$ cat src/hdl/ffha_pkg.sv
// package for the first-fit heap allocator: sizes, types and codes
package ffha_pkg;

  localparam int unsigned HeapBytes   = 1048576;
  localparam int unsigned AlignBytes  = 8;
  localparam int unsigned HeaderBytes = 24;
  localparam int unsigned MaxBlocks   = 1024;

  localparam int unsigned IdxW   = $clog2(MaxBlocks);
  localparam int unsigned CntW   = IdxW + 1;
  localparam int unsigned StartW = 21;
  localparam int unsigned LenW   = 20;
  localparam int unsigned EntryW = StartW + LenW + 1;
  localparam int unsigned AddrW  = 20;
  localparam int unsigned SizeW  = 21;
  localparam int unsigned AlignW = (AlignBytes > 1) ? $clog2(AlignBytes) : 1;

  typedef enum logic [1:0] {
    ST_OK      = 2'd0,
    ST_NULL    = 2'd1,
    ST_NOMEM   = 2'd2,
    ST_UNKNOWN = 2'd3
  } status_e;

  typedef struct packed {
    logic [StartW-1:0] start;
    logic [LenW-1:0]   len;
    logic              free;
  } entry_t;

  typedef enum logic [4:0] {
    S_IDLE,
    S_A_RD, S_A_WT, S_A_CHK,
    S_A_SPLIT, S_A_SH_RD, S_A_SH_WT, S_A_SH_WR, S_A_INS,
    S_A_APP,
    S_F_RD, S_F_WT, S_F_CHK,
    S_M_RD, S_M_WT, S_M_CHK,
    S_R_RD, S_R_WT, S_R_WR,
    S_P_RD, S_P_WT, S_P_CHK,
    S_DONE
  } state_e;

  // controller to datapath
  typedef struct packed {
    logic load;      // capture request
    logic idx_clr;   // idx := 0
    logic idx_inc;
    logic idx_dec;
    logic idx_pos;   // idx := pos
    logic idx_cnt;   // idx := count
    logic pos_idx;   // pos := idx
    logic pos_prev;  // pos := pos - 1
    logic rd_idx;    // read at idx
    logic rd_idx1;   // read at idx + 1
    logic hold_rd;   // hold read word as current
    logic wr_alloc;  // write pos: used, need length
    logic wr_mark;   // write pos: used, full length
    logic wr_free;   // write pos: marked free
    logic wr_shift;  // write idx+1 := read word
    logic wr_rem;    // write pos+1 := remainder block
    logic wr_app;    // write count := new block
    logic wr_grow;   // write pos: absorb read successor
    logic wr_down;   // write idx := read word
    logic cnt_inc;
    logic cnt_dec;
    logic end_add;
    logic res_set;   // result := payload of pos
    logic done;
    status_e status;
  } ctl_t;

  // datapath to controller
  typedef struct packed {
    logic is_free_req;
    logic zero_size;
    logic null_addr;
    logic idx_at_cnt;   // idx == count
    logic idx1_at_cnt;  // idx + 1 >= count
    logic idx_gt_pos;   // idx > pos + 1 (shift still needed)
    logic fits;
    logic can_split;
    logic cnt_full;
    logic app_ok;
    logic addr_hit;
    logic rd_free;
    logic pos_zero;
  } sts_t;

endpackage

$ cat src/hdl/ffha_ctrl.sv
// controller: sequences table walks, shifts and merges for one request
module ffha_ctrl
  import ffha_pkg::*;
(
  input  logic    clk_i,
  input  logic    rst_ni,
  input  logic    start_i,
  input  sts_t    sts_i,
  output ctl_t    ctl_o,
  output logic    busy_o
);

  state_e  state_q, state_d;
  status_e stat_q, stat_d;
  logic    prev_q, prev_d;  // merging into predecessor

  always_ff @(posedge clk_i or negedge rst_ni) begin
    if (!rst_ni) begin
      state_q <= S_IDLE;
      stat_q  <= ST_OK;
      prev_q  <= 1'b0;
    end else begin
      state_q <= state_d;
      stat_q  <= stat_d;
      prev_q  <= prev_d;
    end
  end

  // next state
  always_comb begin
    state_d = state_q;
    stat_d  = stat_q;
    prev_d  = prev_q;
    case (state_q)
      S_IDLE:    if (start_i) state_d = S_A_RD;
      S_A_RD: begin
        // first cycle after capture: dispatch
        stat_d = ST_OK;
        prev_d = 1'b0;
        if (sts_i.is_free_req) begin
          if (sts_i.null_addr) begin
            stat_d = ST_NULL; state_d = S_DONE;
          end else state_d = S_F_RD;
        end else if (sts_i.zero_size) begin
          stat_d = ST_NULL; state_d = S_DONE;
        end else state_d = S_A_WT;
      end
      S_A_WT: state_d = sts_i.idx_at_cnt ? S_A_APP : S_A_CHK;
      S_A_CHK: state_d = sts_i.fits ? S_A_SPLIT : S_A_WT;
      S_A_SPLIT: begin
        if (sts_i.can_split && !sts_i.cnt_full) state_d = S_A_SH_RD;
        else state_d = S_DONE;
      end
      S_A_SH_RD: state_d = sts_i.idx_gt_pos ? S_A_SH_WT : S_A_INS;
      S_A_SH_WT: state_d = S_A_SH_WR;
      S_A_SH_WR: state_d = S_A_SH_RD;
      S_A_INS:   state_d = S_DONE;
      S_A_APP: begin
        if (!sts_i.app_ok) stat_d = ST_NOMEM;
        state_d = S_DONE;
      end
      S_F_RD: state_d = sts_i.idx_at_cnt ? S_DONE : S_F_WT;
      S_F_WT: state_d = S_F_CHK;
      S_F_CHK: begin
        if (sts_i.addr_hit) state_d = S_M_RD;
        else state_d = S_F_RD;
      end
      S_M_RD: state_d = sts_i.idx1_at_cnt ? S_P_RD : S_M_WT;
      S_M_WT: state_d = S_M_CHK;
      S_M_CHK: state_d = sts_i.rd_free ? S_R_RD : S_P_RD;
      S_R_RD: state_d = sts_i.idx_at_cnt ? S_M_RD : S_R_WT;
      S_R_WT: state_d = S_R_WR;
      S_R_WR: state_d = S_R_RD;
      S_P_RD: begin
        if (prev_q || sts_i.pos_zero) state_d = S_DONE;
        else state_d = S_P_WT;
      end
      S_P_WT: state_d = S_P_CHK;
      S_P_CHK: begin
        if (sts_i.rd_free) begin
          prev_d = 1'b1; state_d = S_M_RD;
        end else state_d = S_DONE;
      end
      S_DONE:  state_d = S_IDLE;
      default: state_d = S_IDLE;
    endcase
    if (state_q == S_F_RD && sts_i.idx_at_cnt) stat_d = ST_UNKNOWN;
  end

  // outputs
  always_comb begin
    ctl_o        = '0;
    ctl_o.status = stat_q;
    busy_o       = (state_q != S_IDLE);
    case (state_q)
      S_IDLE: begin
        ctl_o.load = start_i;
        ctl_o.idx_clr = start_i;
      end
      S_A_RD: ctl_o.rd_idx = 1'b1;
      S_A_WT: begin
        // read at idx goes on; its data is checked in S_A_CHK
        ctl_o.hold_rd = 1'b1;
        ctl_o.pos_idx = 1'b1;
      end
      S_A_CHK: begin
        if (sts_i.fits) begin
          ctl_o.hold_rd = 1'b1;
        end else begin
          ctl_o.idx_inc = 1'b1;
        end
      end
      S_A_SPLIT: begin
        ctl_o.res_set = 1'b1;
        if (sts_i.can_split && !sts_i.cnt_full) begin
          ctl_o.wr_alloc = 1'b1;
          ctl_o.idx_cnt  = 1'b1;
        end else begin
          ctl_o.wr_mark = 1'b1;
        end
      end
      S_A_SH_RD: begin
        // idx walks down from count; move idx-1 to idx
        if (sts_i.idx_gt_pos) ctl_o.idx_dec = 1'b1;
      end
      S_A_SH_WT: ;
      S_A_SH_WR: begin
        ctl_o.wr_shift = 1'b1;
      end
      S_A_INS: begin
        ctl_o.wr_rem  = 1'b1;
        ctl_o.cnt_inc = 1'b1;
      end
      S_A_APP: begin
        if (sts_i.app_ok) begin
          ctl_o.hold_rd = 1'b0;
          ctl_o.wr_app  = 1'b1;
          ctl_o.cnt_inc = 1'b1;
          ctl_o.end_add = 1'b1;
          ctl_o.idx_cnt = 1'b1;
        end
      end
      S_F_RD: ctl_o.rd_idx = 1'b1;
      S_F_WT: ;
      S_F_CHK: begin
        if (sts_i.addr_hit) begin
          ctl_o.hold_rd = 1'b1;
          ctl_o.pos_idx = 1'b1;
        end else begin
          ctl_o.idx_inc = 1'b1;
        end
      end
      S_M_RD: begin
        if (sts_i.idx1_at_cnt) ctl_o.wr_free = 1'b1;
        else ctl_o.rd_idx1 = 1'b1;
      end
      S_M_WT: ctl_o.rd_idx1 = 1'b1;
      S_M_CHK: begin
        if (sts_i.rd_free) begin
          // absorb successor, then close the gap from the slot after it
          ctl_o.wr_grow = 1'b1;
          ctl_o.cnt_dec = 1'b1;
          ctl_o.idx_inc = 1'b1;
        end else begin
          ctl_o.wr_free = 1'b1;
        end
      end
      S_R_RD: begin
        if (!sts_i.idx_at_cnt) ctl_o.rd_idx1 = 1'b1;
        else ctl_o.idx_pos = 1'b1;
      end
      S_R_WT: ctl_o.rd_idx1 = 1'b1;
      S_R_WR: begin
        ctl_o.wr_down = 1'b1;
        ctl_o.idx_inc = 1'b1;
      end
      S_P_RD: begin
        if (!(prev_q || sts_i.pos_zero)) begin
          ctl_o.pos_prev = 1'b1;
          ctl_o.idx_dec  = 1'b1;
        end
      end
      S_P_WT: ctl_o.rd_idx = 1'b0;
      S_P_CHK: begin
        ctl_o.hold_rd = sts_i.rd_free;
        ctl_o.idx_pos = 1'b1;
      end
      S_DONE:  ctl_o.done = 1'b1;
      default: ;
    endcase
  end

`ifndef SYNTHESIS
  a_done_busy: assert property (@(posedge clk_i) disable iff (!rst_ni)
    ctl_o.done |-> busy_o) else $error("done while idle");
  a_idle_after: assert property (@(posedge clk_i) disable iff (!rst_ni)
    ctl_o.done |=> !busy_o) else $error("still busy after done");
  a_load_idle: assert property (@(posedge clk_i) disable iff (!rst_ni)
    ctl_o.load |=> (state_q == S_A_RD)) else $error("load without dispatch");
`endif

endmodule

$ cat config.mk
export PLATFORM = sky130hd
export DESIGN_NAME = ffha_ctrl
export DESIGN_NICKNAME = d
export VERILOG_FILES = /design/src/hdl/ffha_pkg.sv /design/src/hdl/ffha_ctrl.sv
export SDC_FILE = /design/constraint.sdc
export NUM_CORES = 1
export LEC_CHECK = 0
export BUFFER_PORTS_ARGS = -buffer_cell sky130_fd_sc_hd__buf_2
export CORE_UTILIZATION = 42
export DETAILED_ROUTE_END_ITERATION = 12
export PLACE_DENSITY = 0.7
export SLEW_MARGIN = 20
export SYNTH_ARGS = -nofsm -noshare
export SYNTH_HDL_FRONTEND = slang
export SYNTH_SLANG_ARGS = --single-unit
$ cat constraint.sdc
create_clock -name clk_i -period 3.3 [get_ports clk_i]
set_input_delay 0.165 -clock clk_i [delete_from_list [all_inputs] [get_ports clk_i]]
set_output_delay 0.165 -clock clk_i [all_outputs]
set_load 0.005 [all_outputs]
After elaboration in Yosys (flattened, before gate mapping)
Index checks and enable logic that the tools add are counted.
- bits in registers: 8
- word-level logic and storage cells: 100
- output and inout bits: 27
- multiplexer cells: 59
- equality and inequality tests: 25
- reduce and logical (&&, ||, !) cells: 13
- operators by type and width (kind ; number):
    one-hot mux 5 bit (21 select lines) ; 1
    2-to-1 mux 5 bit ; 9
    equality test 5 x 4 -> 1 bit (second input constant) ; 8
    equality test 5 bit (second input constant) ; 7
    2-to-1 mux 1 bit ; 27
    equality test 5 x 3 -> 1 bit (second input constant) ; 4
    2-to-1 mux 2 bit ; 7
    one-hot mux 1 bit (2 select lines) ; 7
    equality test 5 x 2 -> 1 bit (second input constant) ; 2
    2-to-1 mux 4 bit ; 2
    one-hot mux 1 bit (4 select lines) ; 2
    2-to-1 mux 3 bit ; 2
    OR reduction 2 bit ; 3
    equality test 5 x 1 -> 1 bit (second input constant) ; 1
    logical NOT 5 bit ; 1
    nonzero test 5 bit ; 1
    != test 2 bit (second input constant) ; 2
    one-hot mux 2 bit (2 select lines) ; 1
    AND reduction 2 bit ; 2
    != test 3 bit (second input constant) ; 1
    one-hot mux 1 bit (3 select lines) ; 1
    nonzero test 3 bit ; 1
    logical AND 1 bit ; 2
    nonzero test 2 bit ; 1
    2 further kinds ; 2

Logic depth before layout (Yosys ltp)
- depth in word-level cells: 4
- gate-level depth with buffers: 7
- gate-level depth less buffers: 4

Worst setup path before layout
Ideal clock, no wire load.
- path kind: reg-to-output
- start point: reg state_q[2]
- end point: out ctl_o[22] in the netlist's numbering
- path buffers: 2
- cell stages (with the launch flop): 6
- path slack: 1.741 ns
- arrival time: 1.394 ns
- cell sequence: dfrtp_1 > buf_4 > or3b_1 > clkbuf_1 > nor4_4 > a31o_2
- RTL lines (item ; RTL line ; text):
    from (decl) ; ffha_ctrl.sv:13 ; state_e state_q, state_d;
    from (signal assigned) ; ffha_ctrl.sv:23 ; state_q <= state_d;
    to (decl) ; ffha_ctrl.sv:9 ; output ctl_t ctl_o,

==> results_dict.tcl <==
set metrics [dict create \
    first_global_vias 1233 \
    footprint_of_the_multi_input_gates_um2 807 \
    power_mw 1.08 \
    netlist-cell-type-count 53 \
    viasPerCell 6.11 \
    die_width_um 54.5 \
    holdBufCountCts 1 \
    rsz_0062_raised_after_global_routing "no" \
    critical_path.top_delay_family "flip-flops" \
    synth_warnings 0 \
    static-leakage-power_nw 0.647 \
    cp_num_buf_inv 1 \
    final_net_count 214 \
    track_usage 0.271 \
    dr_total_vias 1381 \
    port_buffers 42 \
    async_reset_ff_frac 1.00 \
    syn_nets 184 \
    synth_top_cells_by_area "sky130_fd_sc_hd__dfrtp_1 (17%), sky130_fd_sc_hd__o21ai_0 (5.2%), sky130_fd_sc_hd__nand2_1 (4.9%)" \
    p_per_area_nw_per_um2 812 \
    final.setup_skew_ns 0.0124 \
    layout_cell_share_with_drive_strength_beyond_1 0.265 \
    stdcell_area_um2 1330 \
    start_util 0.455 \
    slew_viol_final 0 \
    drtIter0Drc 57 \
    routed-wl-met2_um 1800 \
    synth-edff-count 0 \
    slowest_stage "sky130_fd_sc_hd__dfrtp_1" \
    fp-row-count 18 \
    die_area_um2 2970 \
    outcome "finished, final reports clean" \
    worst-path-max-fanout 26 \
    post-synth-top-area-cell "sky130_fd_sc_hd__dfrtp_1" \
    routabilityCongestion 0.905 \
    maxCapViolations 0 \
    syn2layout_area_growth_pct 14.4 \
    antenna_violations_before_repair 0 \
    cp-end-kind "output port" \
    largest_net_degree_at_the_start_of_global_routing 31 \
    synth_seq_cells 8 \
    h-tree-depth 1 \
    cts_tree "done" \
    timing.final.hold_violations 0 \
    rr_worst_depth 4 \
    routedWlPerCell_um 15.8 \
    worst_hold_path_type "in2async" \
    totalNegativeSetupSlack_ns 0 \
    dr.pass1.iters 4 \
    post_synth_instance_area_um2 1160 \
    critical_path_cell_count 4 \
    gr_overflow_total 0 \
    cts_buffer_depth 2 \
    ys.flop_type "sky130_fd_sc_hd__dfrtp_1" \
    num_clock_sinks 8 \
    setup_viol_count_final 0 \
    clk_pin_slew_ns 0.07 \
    critical-path-max-stage-delay_ns 0.86 \
    topRoutingLayerUsed "met4" \
    clock_latency_ns 0.28 \
    combined_flip_flop_and_latch_cell_area_um2 200 \
    drt_drc_violations_left 0 \
    floorplan.core_area_um2 2540 \
    data_required_time_of_the_worst_path_ns 3.13 \
    post_cts_resize_count 0 \
    power.ir.vdd_worst_v 0.000378 \
    wl_met1_um 1490 \
    final.fill_count 278 \
    synthDominantCellAreaShare 0.173 \
    route.antenna.remaining_nets 0 \
    clock.fmax_ghz 0.422 \
    num_io_pins 43 \
    syn_inst 168 \
    cts-buffers-inserted 3 \
    synth.yosys.seq_area_share 0.173 \
    postCtsSetupBuffers 0 \
    final.period_utilization 0.719 \
    detail_route.wirelength_um 3570 \
    hpwlAfterDp_um 2600 \
    path_class "reg2out" \
    critical_path.cell_chain "or3b_1 > nor4_4 > a31o_2 > buf_2" \
    syn_area_per_cell_um2 6.90 \
    worst_ep_arrival_time_ns 2.21 \
    worst_pin_slew_ns 0.849 \
    met3_wirelength_um 223 \
    clock-root-buffer "sky130_fd_sc_hd__clkbuf_4" \
    placedInstanceArea_um2 1290 \
    grt_pass1_wl_um 5730 \
    critical_path.startpoint_type "register" \
    worst_slew_margin_rel 0.434 \
    final_period_minus_worst_setup_slack_ns 2.37 \
    die_h_um 54.5 \
    antenna_cells 0 \
]
-- synth_stat cells (2+ instances only) --
master / instances
sky130_fd_sc_hd__buf_2: 10
sky130_fd_sc_hd__o21ai_0: 12
sky130_fd_sc_hd__nor2_1: 15
sky130_fd_sc_hd__nand4_1: 3
sky130_fd_sc_hd__and2_1: 2
sky130_fd_sc_hd__nand4b_1: 2
sky130_fd_sc_hd__nand2b_1: 6
sky130_fd_sc_hd__o211ai_1: 3
sky130_fd_sc_hd__dfrtp_1: 8
sky130_fd_sc_hd__a21oi_1: 7
sky130_fd_sc_hd__nand3b_1: 2
sky130_fd_sc_hd__nor2b_1: 9
sky130_fd_sc_hd__a31oi_1: 2
sky130_fd_sc_hd__buf_4: 5
sky130_fd_sc_hd__nand3_1: 7
sky130_fd_sc_hd__nor3b_1: 3
sky130_fd_sc_hd__nand2_1: 15
sky130_fd_sc_hd__buf_6: 2
sky130_fd_sc_hd__or2_2: 2
sky130_fd_sc_hd__nor3_1: 6
sky130_fd_sc_hd__inv_1: 10
sky130_fd_sc_hd__o22ai_1: 2
sky130_fd_sc_hd__or3_1: 4
sky130_fd_sc_hd__and4b_1: 2
-- path summary, 6_finish.rpt --
path / to / from / slack (ns)
setup / recovery: ctl_o[22] / state_q[4]$_DFFE_PN0P_ / 0.93
hold / removal: stat_q[0]$_DFFE_PN0P_ / rst_ni / 0.26
setup reg to reg: state_q[2]$_DFFE_PN0P_ / state_q[1]$_DFFE_PN0P_ / 1.15
hold reg to reg: stat_q[0]$_DFFE_PN0P_ / stat_q[0]$_DFFE_PN0P_ / 0.57
max in group asynchronous: state_q[3]$_DFFE_PN0P_ / rst_ni / 2.86
min in group clk_i: stat_q[1]$_DFFE_PN0P_ / sts_i[3] / 0.26
-- stage by stage --
| stage | cells | util | setup WS [ns] | hold WS (ns) |
|---|---|---|---|---|
| floorplan | 168 | - | 1.74 | -0.131 |
| global placement | 222 | 0.508 | 1.26 | 0.0109 |
| detailed placement | 222 | 0.508 | 1.21 | 0.0160 |
| CTS | 226 | 0.521 | 0.950 | 0.249 |
| global route | 226 | 0.521 | 0.792 | 0.291 |
| finish | 226 | 0.521 | 0.928 | 0.257 |
-- final cells by class --
class,count,area share
clock buffers,3,0.0170
multi-input cells,132,0.609
inverters,10,0.0283
flip-flops and latches,8,0.151
repair buffers,43,0.166
well taps,30,0.0283
-- cells in the final DEF (no fill, tap or decap), types with 4 or more instances in the layout --
cell type                   n
sky130_fd_sc_hd__a21oi_1    7
sky130_fd_sc_hd__buf_2     42
sky130_fd_sc_hd__dfrtp_1    8
sky130_fd_sc_hd__inv_1     10
sky130_fd_sc_hd__nand2_1   15
sky130_fd_sc_hd__nand2b_1   6
sky130_fd_sc_hd__nand3_1    7
sky130_fd_sc_hd__nor2_1    15
sky130_fd_sc_hd__nor2b_1    9
sky130_fd_sc_hd__nor3_1     6
sky130_fd_sc_hd__o21ai_0   12
sky130_fd_sc_hd__or3_1      4
-- per-layer routing --
layer,vias to the layer above,global-route usage
met1,648,0.358
met2,66,0.441
met4,0,0.107
met5,-,0
li1,660,-
met3,7,0.0361
-- logic make-up (layout without fill, tap and decap cells) --
group	count (synthesis)	in the layout	share of synthesized area
AO/OA/AOI/OAI	44	44	0.258
XOR/XNOR	1	1	0.00756
buffers and inverters	28	56	0.131
flip-flops	8	8	0.173
multiplexers	1	1	0.00972
AND/OR/NAND/NOR	86	86	0.421
-- power by group --
| group | switching, mW | internal [mW] | total (mW) |
|---|---|---|---|
| logic | 0.338 | 0.307 | 0.645 |
| registers | 0.206 | 0.142 | 0.348 |
| clock network | 0.0414 | 0.0421 | 0.0835 |
| total | 0.585 | 0.491 | 1.08 |
-- sequential cells by signal (all words and copies together), names as in the netlist --
name	flops
prev_q	1
stat_q	2
state_q	5
No activity file was read; power rests on OpenSTA's default activity.
